$ cat src/rtl/core/arpr_pkg.sv
package arpr_pkg;

	// Bytes kept of each frame and bytes in a reply
	localparam logic [5:0] FRAME_LEN = 6'd42;
	localparam logic [5:0] REPLY_LAST = 6'd41;

	// Header checks run one entry at a time
	localparam logic [2:0] CHK_LAST = 3'd7;

	// Field offsets within a frame
	localparam logic [5:0] OFS_SRC_MAC = 6'd6;
	localparam logic [5:0] OFS_ETYPE = 6'd12;
	localparam logic [5:0] OFS_OPCODE = 6'd20;
	localparam logic [5:0] OFS_SPA = 6'd28;
	localparam logic [5:0] OFS_TPA = 6'd38;

	// Constants of the header
	localparam logic [7:0] ETYPE_HI = 8'h08;
	localparam logic [7:0] ETYPE_LO = 8'h06;
	localparam logic [7:0] OPC_HI = 8'h00;
	localparam logic [7:0] OPC_REQ = 8'h01;
	localparam logic [7:0] OPC_REPLY = 8'h02;

	// Where the shared byte selector takes its byte from
	typedef enum logic [1:0] {
		SRC_MEM = 2'd0,
		SRC_MAC = 2'd1,
		SRC_IP  = 2'd2,
		SRC_LIT = 2'd3
	} src_t;

	typedef struct packed {
		src_t       src;
		logic [5:0] addr;  // frame store entry to read
		logic [2:0] oct;   // octet of own MAC or own IP, first sent is 0
		logic [7:0] lit;
	} sel_t;

	// Frame store write and read requests
	typedef struct packed {
		logic       we;
		logic [5:0] waddr;
		logic [7:0] wdata;
		logic       re;
		logic [5:0] raddr;
	} store_ctl_t;

	// Source of reply byte i
	function automatic sel_t reply_sel(input logic [5:0] i);
		sel_t s;
		s.src = SRC_MEM;
		s.addr = i;
		s.oct = 3'd0;
		s.lit = 8'h00;
		if (i < 6'd6) begin
			s.addr = OFS_SRC_MAC + i;
		end else if (i < 6'd12) begin
			s.src = SRC_MAC;
			s.oct = 3'(i - 6'd6);
		end else if (i < 6'd21) begin
			s.addr = i;
		end else if (i == 6'd21) begin
			s.src = SRC_LIT;
			s.lit = OPC_REPLY;
		end else if (i < 6'd28) begin
			s.src = SRC_MAC;
			s.oct = 3'(i - 6'd22);
		end else if (i < 6'd32) begin
			s.src = SRC_IP;
			s.oct = 3'(i - 6'd28);
		end else if (i < 6'd38) begin
			s.addr = OFS_SRC_MAC + (i - 6'd32);
		end else begin
			s.addr = OFS_SPA + (i - 6'd38);
		end
		return s;
	endfunction

	// Entry and expected value of header check k
	function automatic sel_t chk_sel(input logic [2:0] k);
		sel_t s;
		s.src = SRC_LIT;
		s.addr = OFS_ETYPE;
		s.oct = 3'd0;
		s.lit = ETYPE_HI;
		case (k)
			3'd0: begin
				s.addr = OFS_ETYPE;
				s.lit = ETYPE_HI;
			end
			3'd1: begin
				s.addr = OFS_ETYPE + 6'd1;
				s.lit = ETYPE_LO;
			end
			3'd2: begin
				s.addr = OFS_OPCODE;
				s.lit = OPC_HI;
			end
			3'd3: begin
				s.addr = OFS_OPCODE + 6'd1;
				s.lit = OPC_REQ;
			end
			default: begin
				s.src = SRC_IP;
				s.addr = OFS_TPA + {4'd0, k[1:0]};
				s.oct = {1'b0, k[1:0]};
			end
		endcase
		return s;
	endfunction

endpackage

$ cat src/rtl/core/arpr_store.sv
module arpr_store (
	input  logic                    clk,
	input  arpr_pkg::store_ctl_t    ctl,
	output logic [7:0]              rdata
);
	import arpr_pkg::*;

	logic [7:0] mem_q [FRAME_LEN];
	logic [7:0] rdata_q;

	// One write port, one registered read port
	always_ff @(posedge clk) begin
		if (ctl.we) begin
			mem_q[ctl.waddr] <= ctl.wdata;
		end
		if (ctl.re) begin
			rdata_q <= mem_q[ctl.raddr];
		end
	end

	assign rdata = rdata_q;

endmodule

$ cat src/rtl/core/arpr_engine.sv
module arpr_engine (
	input  logic                    clk,
	input  logic                    arst_n,
	input  logic [47:0]             own_mac,
	input  logic [31:0]             own_ip,
	input  logic                    s_tvalid,
	output logic                    s_tready,
	input  logic [7:0]              s_tdata,
	input  logic                    s_tlast,
	output logic                    m_tvalid,
	input  logic                    m_tready,
	output logic [7:0]              m_tdata,
	output logic                    m_tlast,
	output arpr_pkg::store_ctl_t    store_ctl,
	input  logic [7:0]              store_rdata
);
	import arpr_pkg::*;

	typedef enum logic [4:0] {
		ST_RX      = 5'b00001,
		ST_CHK_RD  = 5'b00010,
		ST_CHK_CMP = 5'b00100,
		ST_TX_RD   = 5'b01000,
		ST_TX_LD   = 5'b10000
	} state_t;

	state_t     state_q;
	logic [5:0] count_q;
	logic [5:0] step_q;
	logic       out_vld_q;
	logic [7:0] out_byte_q;
	logic       out_last_q;

	logic       rx_acc;
	logic [5:0] count_inc;
	logic       frame_full;
	logic       in_chk;
	sel_t       sel;
	logic [7:0] sel_byte;
	logic [7:0] mac_oct;
	logic [7:0] ip_oct;
	logic       out_free;
	logic       out_load;

	assign s_tready = (state_q == ST_RX);
	assign rx_acc = s_tvalid && s_tready;

	// Byte count saturates once the store is full
	assign count_inc = count_q + 6'(count_q < FRAME_LEN);
	assign frame_full = (count_inc == FRAME_LEN);

	// Shared byte selector, serves both the checks and the reply
	assign in_chk = (state_q == ST_CHK_RD) || (state_q == ST_CHK_CMP);
	assign sel = in_chk ? chk_sel(step_q[2:0]) : reply_sel(step_q);

	always_comb begin
		case (sel.oct)
			3'd0:    mac_oct = own_mac[47:40];
			3'd1:    mac_oct = own_mac[39:32];
			3'd2:    mac_oct = own_mac[31:24];
			3'd3:    mac_oct = own_mac[23:16];
			3'd4:    mac_oct = own_mac[15:8];
			3'd5:    mac_oct = own_mac[7:0];
			default: mac_oct = 8'h00;
		endcase
		case (sel.oct[1:0])
			2'd0:    ip_oct = own_ip[31:24];
			2'd1:    ip_oct = own_ip[23:16];
			2'd2:    ip_oct = own_ip[15:8];
			default: ip_oct = own_ip[7:0];
		endcase
		case (sel.src)
			SRC_MEM: sel_byte = store_rdata;
			SRC_MAC: sel_byte = mac_oct;
			SRC_IP:  sel_byte = ip_oct;
			default: sel_byte = sel.lit;
		endcase
	end

	// Frame store requests
	always_comb begin
		store_ctl.we = rx_acc && (count_q < FRAME_LEN);
		store_ctl.waddr = count_q;
		store_ctl.wdata = s_tdata;
		store_ctl.re = (state_q == ST_CHK_RD) || (state_q == ST_TX_RD);
		store_ctl.raddr = sel.addr;
	end

	// Output register
	assign out_free = !out_vld_q || m_tready;
	assign out_load = (state_q == ST_TX_LD) && out_free;

	assign m_tvalid = out_vld_q;
	assign m_tdata = out_byte_q;
	assign m_tlast = out_last_q;

	always_ff @(posedge clk) begin
		if (out_load) begin
			out_byte_q <= sel_byte;
			out_last_q <= (step_q == REPLY_LAST);
		end
	end

	always_ff @(posedge clk or negedge arst_n) begin
		if (!arst_n) begin
			out_vld_q <= 1'b0;
		end else if (out_load) begin
			out_vld_q <= 1'b1;
		end else if (m_tready) begin
			out_vld_q <= 1'b0;
		end
	end

	// Sequencer: receive, check header, send reply
	always_ff @(posedge clk or negedge arst_n) begin
		if (!arst_n) begin
			state_q <= ST_RX;
			count_q <= 6'd0;
			step_q <= 6'd0;
		end else begin
			unique case (state_q)
				ST_RX: begin
					if (rx_acc) begin
						if (s_tlast) begin
							count_q <= 6'd0;
							step_q <= 6'd0;
							if (frame_full) begin
								state_q <= ST_CHK_RD;
							end
						end else begin
							count_q <= count_inc;
						end
					end
				end
				ST_CHK_RD: begin
					state_q <= ST_CHK_CMP;
				end
				ST_CHK_CMP: begin
					if (store_rdata != sel_byte) begin
						state_q <= ST_RX;
					end else if (step_q[2:0] == CHK_LAST) begin
						step_q <= 6'd0;
						state_q <= ST_TX_RD;
					end else begin
						step_q <= step_q + 6'd1;
						state_q <= ST_CHK_RD;
					end
				end
				ST_TX_RD: begin
					state_q <= ST_TX_LD;
				end
				ST_TX_LD: begin
					if (out_free) begin
						if (step_q == REPLY_LAST) begin
							state_q <= ST_RX;
						end else begin
							step_q <= step_q + 6'd1;
							state_q <= ST_TX_RD;
						end
					end
				end
				default: begin
					state_q <= ST_RX;
				end
			endcase
		end
	end

endmodule

$ cat src/rtl/core/arp_request_responder.sv
// channel   | dir | signals                               | payload
// ----------+-----+---------------------------------------+---------------------------
// s (rx)    | in  | s_tvalid s_tready s_tdata s_tlast     | rx_byte, rx_last in tlast
// m (tx)    | out | m_tvalid m_tready m_tdata m_tlast     | tx_byte, tx_last in tlast
// cfg       | in  | cfg_we cfg_index cfg_data             | own_mac (0), own_ip (1)
//
// Received bytes are taken one per cycle while s_tready is high; the first 42 go to a one-write,
// one-read store. After a last byte that closes a frame of 42 bytes or more, s_tready drops while
// the shared compare checks 8 header entries, each in a read then a compare state (first mismatch
// ends it), then the reply leaves one byte per read and load state pair through the store's read
// port, any m_tready stall waiting in the load state. A stall only holds the sequencer.
// Reset clears the sequencer, byte count, output valid and both registers.
module arp_request_responder (
	input  logic        clk,
	input  logic        arst_n,
	input  logic        s_tvalid,
	output logic        s_tready,
	input  logic [7:0]  s_tdata,   // rx_byte
	input  logic        s_tlast,
	output logic        m_tvalid,
	input  logic        m_tready,
	output logic [7:0]  m_tdata,   // tx_byte
	output logic        m_tlast,
	input  logic        cfg_we,
	input  logic        cfg_index,
	input  logic [47:0] cfg_data
);
	import arpr_pkg::*;

	localparam logic REG_OWN_MAC = 1'b0;
	localparam logic REG_OWN_IP = 1'b1;

	logic [47:0] own_mac_q;
	logic [31:0] own_ip_q;
	store_ctl_t  store_ctl;
	logic [7:0]  store_rdata;

	// Station address registers
	always_ff @(posedge clk or negedge arst_n) begin
		if (!arst_n) begin
			own_mac_q <= 48'd0;
			own_ip_q <= 32'd0;
		end else if (cfg_we) begin
			unique case (cfg_index)
				REG_OWN_MAC: own_mac_q <= cfg_data;
				REG_OWN_IP:  own_ip_q <= cfg_data[31:0];
				default:     own_mac_q <= own_mac_q;
			endcase
		end
	end

	arpr_engine u_engine (
		.clk         (clk),
		.arst_n      (arst_n),
		.own_mac     (own_mac_q),
		.own_ip      (own_ip_q),
		.s_tvalid    (s_tvalid),
		.s_tready    (s_tready),
		.s_tdata     (s_tdata),
		.s_tlast     (s_tlast),
		.m_tvalid    (m_tvalid),
		.m_tready    (m_tready),
		.m_tdata     (m_tdata),
		.m_tlast     (m_tlast),
		.store_ctl   (store_ctl),
		.store_rdata (store_rdata)
	);

	arpr_store u_store (
		.clk   (clk),
		.ctl   (store_ctl),
		.rdata (store_rdata)
	);

endmodule

$ cat config.mk
export PLATFORM = sky130hd
export DESIGN_NAME = arp_request_responder
export DESIGN_NICKNAME = d
export VERILOG_FILES = /design/src/rtl/core/arpr_pkg.sv /design/src/rtl/core/arpr_store.sv /design/src/rtl/core/arpr_engine.sv /design/src/rtl/core/arp_request_responder.sv
export SDC_FILE = /design/constraint.sdc
export NUM_CORES = 1
export LEC_CHECK = 0
export ABC_AREA = 1
export BUFFER_PORTS_ARGS = -buffer_cell sky130_fd_sc_hd__buf_2
export CAP_MARGIN = 40
export CORE_MARGIN = 2
export CORE_UTILIZATION = 35
export DETAILED_ROUTE_END_ITERATION = 8
export GPL_TIMING_DRIVEN = 0
export SETUP_SLACK_MARGIN = 0.05
export SYNTH_ARGS = -nofsm -noshare
export SYNTH_HDL_FRONTEND = slang
export SYNTH_HIERARCHICAL = 1
export SYNTH_SLANG_ARGS = --single-unit
$ cat constraint.sdc
create_clock -name clk -period 2.9 [get_ports clk]
set_input_delay 0.435 -clock clk [delete_from_list [all_inputs] [get_ports clk]]
set_output_delay 0.435 -clock clk [all_outputs]
set_load 0.01 [all_outputs]
==> results_dict.tcl, run 1 <==
set metrics [dict create \
    clock.fmax_mhz 318.0 \
    grt_pass1_wl_microns 87810 \
    crit_arrival_ns 3.59 \
    vias 15930 \
    seq_area_sq_um 13060 \
    via_per_inst 5.224 \
    drcViolationCount 0 \
    grt_pass1_vias 15160 \
    dieArea_sq_um 60880 \
    start_kind "flip-flop" \
    holdCritPathClass "in2reg" \
    yosys.cell_types.count 46 \
    antennaDiodeCount 0 \
    pin_count 74 \
    p_leak_nw 10.25 \
    detail-route-antenna-nets 0 \
    cts_max_level 2 \
    cts_made_buffers 47 \
    hp-start "cfg_data[42]" \
    rr_worst_depth 22 \
    core_area_sq_um 58030 \
    syn_area_per_cell_sq_um 10.04 \
    tightest_slew_ns 0.7739 \
    grt_overflow_total 0 \
    final_common_cell "nand2_1" \
    maxCapViolations 0 \
    maxSlewViolCount 0 \
    finClkSkew_ns 0.01897 \
    dieWidth_microns 246.7 \
    peakVddDrop_v 0.0004427 \
    synth.top_cell.area_share 0.5140 \
    syn2layout_area_growth_pct 23.42 \
    start_util 0.3554 \
    maxSlewHeadroom 0.4817 \
    drt_iter0_drc 1616 \
    cp_max_fo 10 \
    nets 2327 \
    cts_num_sinks 451 \
    finalWirelength_microns 59980 \
    clock-root-buffer "clkbuf_16" \
    timing.rr.start "u_engine/step_q[1]" \
    drtPass1Iterations 6 \
    tritoncts "done" \
    r2r-end "u_store/rdata[4]" \
    placed_area_sq_um 21940 \
    finalInstanceArea_sq_um 25450 \
    end_kind "flip-flop" \
    grt_max_degree 69 \
    synth-edff-count 353 \
    cts_buffer_depth 3 \
    multiInputGateArea_sq_um 7232 \
    synth_flop_cell "edfxtp_1" \
    gp_congestion 0.9469 \
    cts.clk_slew.worst_paths_ns 0.06 \
    most-common-layout-cells "628 x nand2_1, 353 x edfxtp_1, 288 x nand3_1" \
    synthCells 2054 \
    whs_endpoint "own_mac_q[42]" \
    ys_seq_elements 451 \
    rows 88 \
    rsz0062_at_grt "true" \
    synth.largest_area_cell "edfxtp_1" \
    avgRoutedWirePerCell_microns 19.66 \
    yosysSeqAreaShare 0.6330 \
    drive_above_1_share 0.2433 \
    critPathKind "reg2reg" \
    crit_required_ns 3.35 \
    finalHoldViolations 0 \
    hpwlAfterDp_microns 39240 \
    clock_latency_ns 0.59 \
    r2r_slack_ns -0.24 \
    hold_path_depth 3 \
    syn_nets 2132 \
    portBuffers 63 \
    fill_cells 5371 \
    async_flop_share 0.2173 \
    die_h_microns 246.7 \
    layout_min_cycle_time_ns 3.144 \
    fin_ws_ns -0.2443 \
    status "finished with violations" \
    ys_warn_count 6 \
    place_ws_ns -0.6787 \
    grt_use_total 0.1896 \
    violations "setup timing" \
    power_density_nw_per_um2 545.5 \
    min_period_over_period 1.084 \
    report.final.setup_viol 18 \
    synth_area_leaders "edfxtp_1 51%, nand2_1 12%, dfrtp_1 12%" \
    syn_area_sq_um 20620 \
    antenna_found_initial 0 \
]
-- state kept, by name (all words and copies together) (netlist names) --
signal and flops:
u_store/mem_q 336, own_ip_q 32, u_engine/count_q 6, u_engine/state_q 5, u_engine/m_tlast 1, u_engine/m_tdata 8
u_engine/step_q 6, u_store/rdata 8, u_engine/m_tvalid 1, own_mac_q 48
-- final cells by class --
| class | count | share of cell area |
|---|---|---|
| clock buffer | 63 | 0.05063 |
| buffer | 117 | 0.03996 |
| sequential | 451 | 0.5130 |
| multi-input combinational | 1385 | 0.2841 |
| tap | 765 | 0.03760 |
| clock inverter | 22 | 0.009044 |
| timing repair buffer | 146 | 0.04847 |
| inverter | 100 | 0.01676 |
| timing repair inverter | 1 | 0.0004424 |
-- worst max-delay path by stage --
| stage | slack (ns) | cells past startpoint | start | to |
|---|---|---|---|---|
| after CTS | -0.25 | 7 | u_engine/state_q[0] | u_store/mem_q[17][1] |
| after global placement | -0.67 | 6 | u_engine/state_q[0] | u_store/mem_q[29][6] |
| after floorplan | 0.05 | 6 | u_engine/state_q[0] | u_store/mem_q[16][0] |
| final | -0.24 | 22 | u_engine/step_q[1] | u_store/rdata[4] |
| after global routing | -0.41 | 24 | u_engine/step_q[5] | u_engine/step_q[5] |
| after detailed placement | -0.68 | 18 | u_engine/step_q[1] | u_store/rdata[5] |
-- cell usage after synthesis, types with 2 or more instances --
master      n
nand4_1    32
ha_1       15
nand2_2    13
inv_4       4
xor2_1      8
buf_2      41
buf_6      26
a21oi_1    19
clkbuf_1   20
o21ai_0    57
nand3_1   343
nor2_1    131
o21ai_1     3
inv_1      86
o22ai_1     5
nand2_4     3
nand2_1   681
nand3_4     2
nor3_1     11
nor4_1      3
nand4_2     3
inv_2      10
dfrtp_1    97
nand3_2     2
nor2_2      6
nor2_4      5
a31oi_1     2
buf_4      26
o211ai_1   27
edfxtp_1  353
buf_1       5
-- where the power goes --
part | switching, mW | leakage [nW] | internal (mW) | total, mW
clock | 2.51 | 0.736 | 3.48 | 6.00
sequential | 0.119 | 4.41 | 7.16 | 7.28
combinational | 0.430 | 5.10 | 0.172 | 0.603
total | 3.06 | 10.2 | 10.8 | 13.9
-- logic make-up after synthesis --
logic type	Yosys count	synth area share
AND/OR/NAND/NOR	1241	0.2619
flip-flops	451	0.6330
buffers and inverters	219	0.05782
AO/OA/AOI/OAI	119	0.03440
adder cells (fa/ha/maj)	15	0.009100
XOR/XNOR	9	0.003822
-- routing by layer --
layer  routed length, microns  vias up  track usage
met3                     4280      108      0.03061
met5                        0        -            0
met2                    28730      655       0.3117
met1                    25310     7768       0.2546
met4                     1652        0      0.06414
li1                         -     7401            -
-- per-stage QoR --
step,hold slack (ns),utilization,cells,power (mW),setup TNS [ns]
floorplan,0.1394,-,2054,7.688,0
global placement,0.4536,0.3774,2882,7.949,-181.62
detailed placement,0.4241,0.3781,2885,7.977,-41.08
CTS,0.05927,0.4148,3003,13.99,-24.20
global route,0.09185,0.4387,3050,14.35,-6.118
finish,0.08595,0.4387,3050,13.88,-3.153
-- timing repair --
action                     in CTS  in global routing
setup endpoints to repair     340                353
cloned                          1                  7
resized for setup             119                223
buffers inserted               31                 42
pin swaps                      27                102
hold buffers                    1                  0
hold endpoints to repair       29                  0
-- critical path: stages (launching register included) --
cell and delay (ns):
dfrtp_2 0.45, inv_4 0.10, ha_4 0.14, nand3_4 0.09, nor2_4 0.11, inv_2 0.07, buf_4 0.13, buf_4 0.12
nand2_2 0.09, a21oi_2 0.06, o21ai_1 0.07, o211ai_1 0.11, nand2_2 0.17, clkbuf_16 0.24, clkinv_16 0.10, buf_12 0.15
nand3_1 0.09, nand3_1 0.11, nand2_1 0.11, nand2_1 0.11, nand3_2 0.16, nand3_2 0.11, nand2_1 0.09
Power figures use the tool's default switching activity.
==> run 2: changes to the inputs <==
Settings changed: ABC_AREA 1 to unset, BUFFER_PORTS_ARGS -buffer_cell sky130_fd_sc_hd__buf_2 to unset, DONT_BUFFER_PORTS set to 1, SLEW_MARGIN set to 5.
==> results_dict.tcl, run 2 <==
set metrics [dict create \
    status "finished with violations" \
    violations "setup timing" \
    cts_num_sinks 451 \
    antenna_found_initial 0 \
    nets 1657 \
    syn_nets 1440 \
    clock.fmax_mhz 265.5 \
    tightest_slew_ns 0.9090 \
    p_leak_nw 8.698 \
    maxCapViolations 0 \
    layout_min_cycle_time_ns 3.766 \
    start_kind "flip-flop" \
    syn_area_sq_um 20420 \
    syn_area_per_cell_sq_um 14.99 \
    end_kind "flip-flop" \
    synth.most_common_cell "edfxtp_1" \
    p_total_mw 14.55 \
    clock_latency_ns 0.60 \
    gp_congestion 0.9385 \
    dieWidth_microns 245.5 \
    detail-route-antenna-nets 0 \
    grt_overflow_total 0 \
    hpwlAfterDp_microns 35570 \
    synth_flop_cell "edfxtp_1" \
    fin_ws_ns -0.8659 \
    pin_count 74 \
    cts_max_level 2 \
    largestRegisters "u_store/mem_q (336), own_mac_q (48), own_ip_q (32)" \
    grt_pass1_wl_microns 80340 \
    finalInstanceArea_sq_um 25840 \
    largest_register_ffs 336 \
    drt_iter0_drc 1117 \
    grt_use_total 0.1758 \
    tritoncts "done" \
    report.final.setup_viol 17 \
    portBuffers 0 \
    min_period_over_period 1.299 \
    power_density_nw_per_um2 563.2 \
    finClkSkew_ns 0.02517 \
    synth_area_leaders "edfxtp_1 52%, dfrtp_1 12%, mux2i_1 8.1%" \
    syn2layout_area_growth_pct 26.56 \
    grt_pass1_vias 12890 \
    crit_required_ns 3.36 \
    drtPass1Iterations 5 \
    antennaDiodeCount 0 \
    fill_cells 5058 \
    cts_made_buffers 48 \
    grt_max_degree 99 \
    maxSlewViolCount 0 \
    place_ws_ns -1.652 \
    synth.top_cell.area_share 0.5192 \
    holdCritPathClass "in2reg" \
    cts.clk_slew.worst_paths_ns 0.06 \
    ys_seq_elements 451 \
    placed_area_sq_um 21570 \
    rows 88 \
    largest-register "u_store/mem_q" \
    synthCells 1362 \
    finalHoldViolations 0 \
    drive_above_1_share 0.3513 \
    async_flop_share 0.2173 \
    seq_area_sq_um 13060 \
    rsz0062_at_grt "true" \
    yosys.cell_types.count 82 \
    cts_buffer_depth 3 \
    finalWirelength_microns 54950 \
    synth_common_cells "353 x edfxtp_1, 165 x mux2i_1, 97 x dfrtp_1, 89 x mux2_2, 84 x nor2_1" \
    synth.largest_area_cell "edfxtp_1" \
    avgRoutedWirePerCell_microns 23.07 \
    dieArea_sq_um 60280 \
    critPathKind "reg2reg" \
    maxSlewHeadroom 0.3940 \
    ys_warn_count 6 \
    peakVddDrop_v 0.0005248 \
    cp_max_fo 10 \
    drcViolationCount 0 \
    via_per_inst 5.441 \
    clock-root-buffer "clkbuf_16" \
    start_util 0.3539 \
    vias 12960 \
    multiInputGateArea_sq_um 7740 \
    crit_arrival_ns 4.22 \
    final_common_cell "edfxtp_1" \
    die_h_microns 245.5 \
    core_area_sq_um 57700 \
    synth-edff-count 353 \
    most-common-layout-cells "353 x edfxtp_1, 155 x mux2i_1, 115 x buf_4" \
    yosysSeqAreaShare 0.6394 \
]
run 2: changes by cell type in the layout (fill, tap and decap cells not counted), moves of 32 or more:
cell           delta
nand3_2          -51
buf_4            +32
buf_2            -84
nand3_1         -264
nand2_1         -582
nand2_2          -49
dlygate4sd3_1    +49
mux2_2           +87
nor2_1           -38
mux2i_1         +155
inv_1            -70
run 2: power breakdown:
part	total, mW	switching, mW	internal [mW]	leakage [nW]
clock network	6.21	2.62	3.59	0.776
logic	0.934	0.548	0.386	3.57
registers	7.41	0.173	7.24	4.36
run 2: what timing repair did:
item	4_1_cts	5_1_grt
cloned	0	4
endpoints found under the hold margin	184	0
gates resized for setup	126	179
setup endpoints to repair	359	288
hold buffers	51	0
pin swaps	27	49
setup buffers	39	62
run 2: through the flow:
stage / setup TNS, ns / std cells / hold WS [ns] / util
floorplan: -4.404 / 1362 / 0.1394 / -
global placement: -193.93 / 2127 / 0.1430 / 0.3719
detailed placement: -172.97 / 2143 / 0.1426 / 0.3739
CTS: -14.51 / 2319 / 0.1372 / 0.4255
global route: -15.72 / 2382 / 0.1770 / 0.4478
finish: -13.09 / 2382 / 0.1707 / 0.4478
run 2: layer usage:
layer	track usage	part of all wire	up-vias
li1	-	-	5781
met1	0.2311	0.42	6624
met2	0.2971	0.49	443
met3	0.02674	0.057	113
met4	0.05775	0.031	0
met5	0	0	-
run 2: worst paths after layout:
path	end	slack [ns]	startpoint	depth (start not counted)
max in group asynchronous	own_mac_q[34]	1.96	arst_n	2
min	own_ip_q[0]	0.17	cfg_we	2
max reg2reg	u_engine/step_q[5]	-0.87	u_engine/step_q[2]	18
max	u_engine/step_q[5]	-0.87	u_engine/step_q[2]	18
min reg2reg	own_ip_q[18]	0.51	own_ip_q[18]	1
min in group asynchronous	u_engine/count_q[4]	0.49	arst_n	2
run 2: logic make-up (layout without fill, tap and decap cells):
logic type | Yosys count | count (layout) | synth area share
simple gates | 256 | 256 | 0.06276
fa+ha+maj | 15 | 15 | 0.009193
compound gates | 256 | 256 | 0.1031
flops | 451 | 451 | 0.6394
xor+xnor | 5 | 5 | 0.002513
mux | 272 | 272 | 0.1491
buf+inv | 107 | 362 | 0.03395
run 2: cell type report:
| class | count | share of cell area |
|---|---|---|
| Buffer | 89 | 0.03022 |
| Clock inverter | 31 | 0.01264 |
| Clock buffer | 57 | 0.04901 |
| Timing Repair Buffer | 172 | 0.06344 |
| Multi-Input combinational cell | 804 | 0.2996 |
| Inverter | 13 | 0.002615 |
| Tap cell | 765 | 0.03705 |
| Sequential cell | 451 | 0.5055 |
run 2: worst max-delay path, cell delays in order (launching register included):
cell and delay, ns:
dfrtp_2 0.41, buf_4 0.20, clkbuf_8 0.19, inv_4 0.07
ha_4 0.18, nor2_4 0.16, nand4_1 0.13, buf_4 0.17
o31ai_4 0.07, buf_6 0.21, mux2i_2 0.28, a21oi_1 0.12
o21ai_0 0.18, o2111a_1 0.20, nand4_1 0.14, buf_4 0.18
nor3_4 0.32, o21ai_2 0.11, a221o_1 0.31
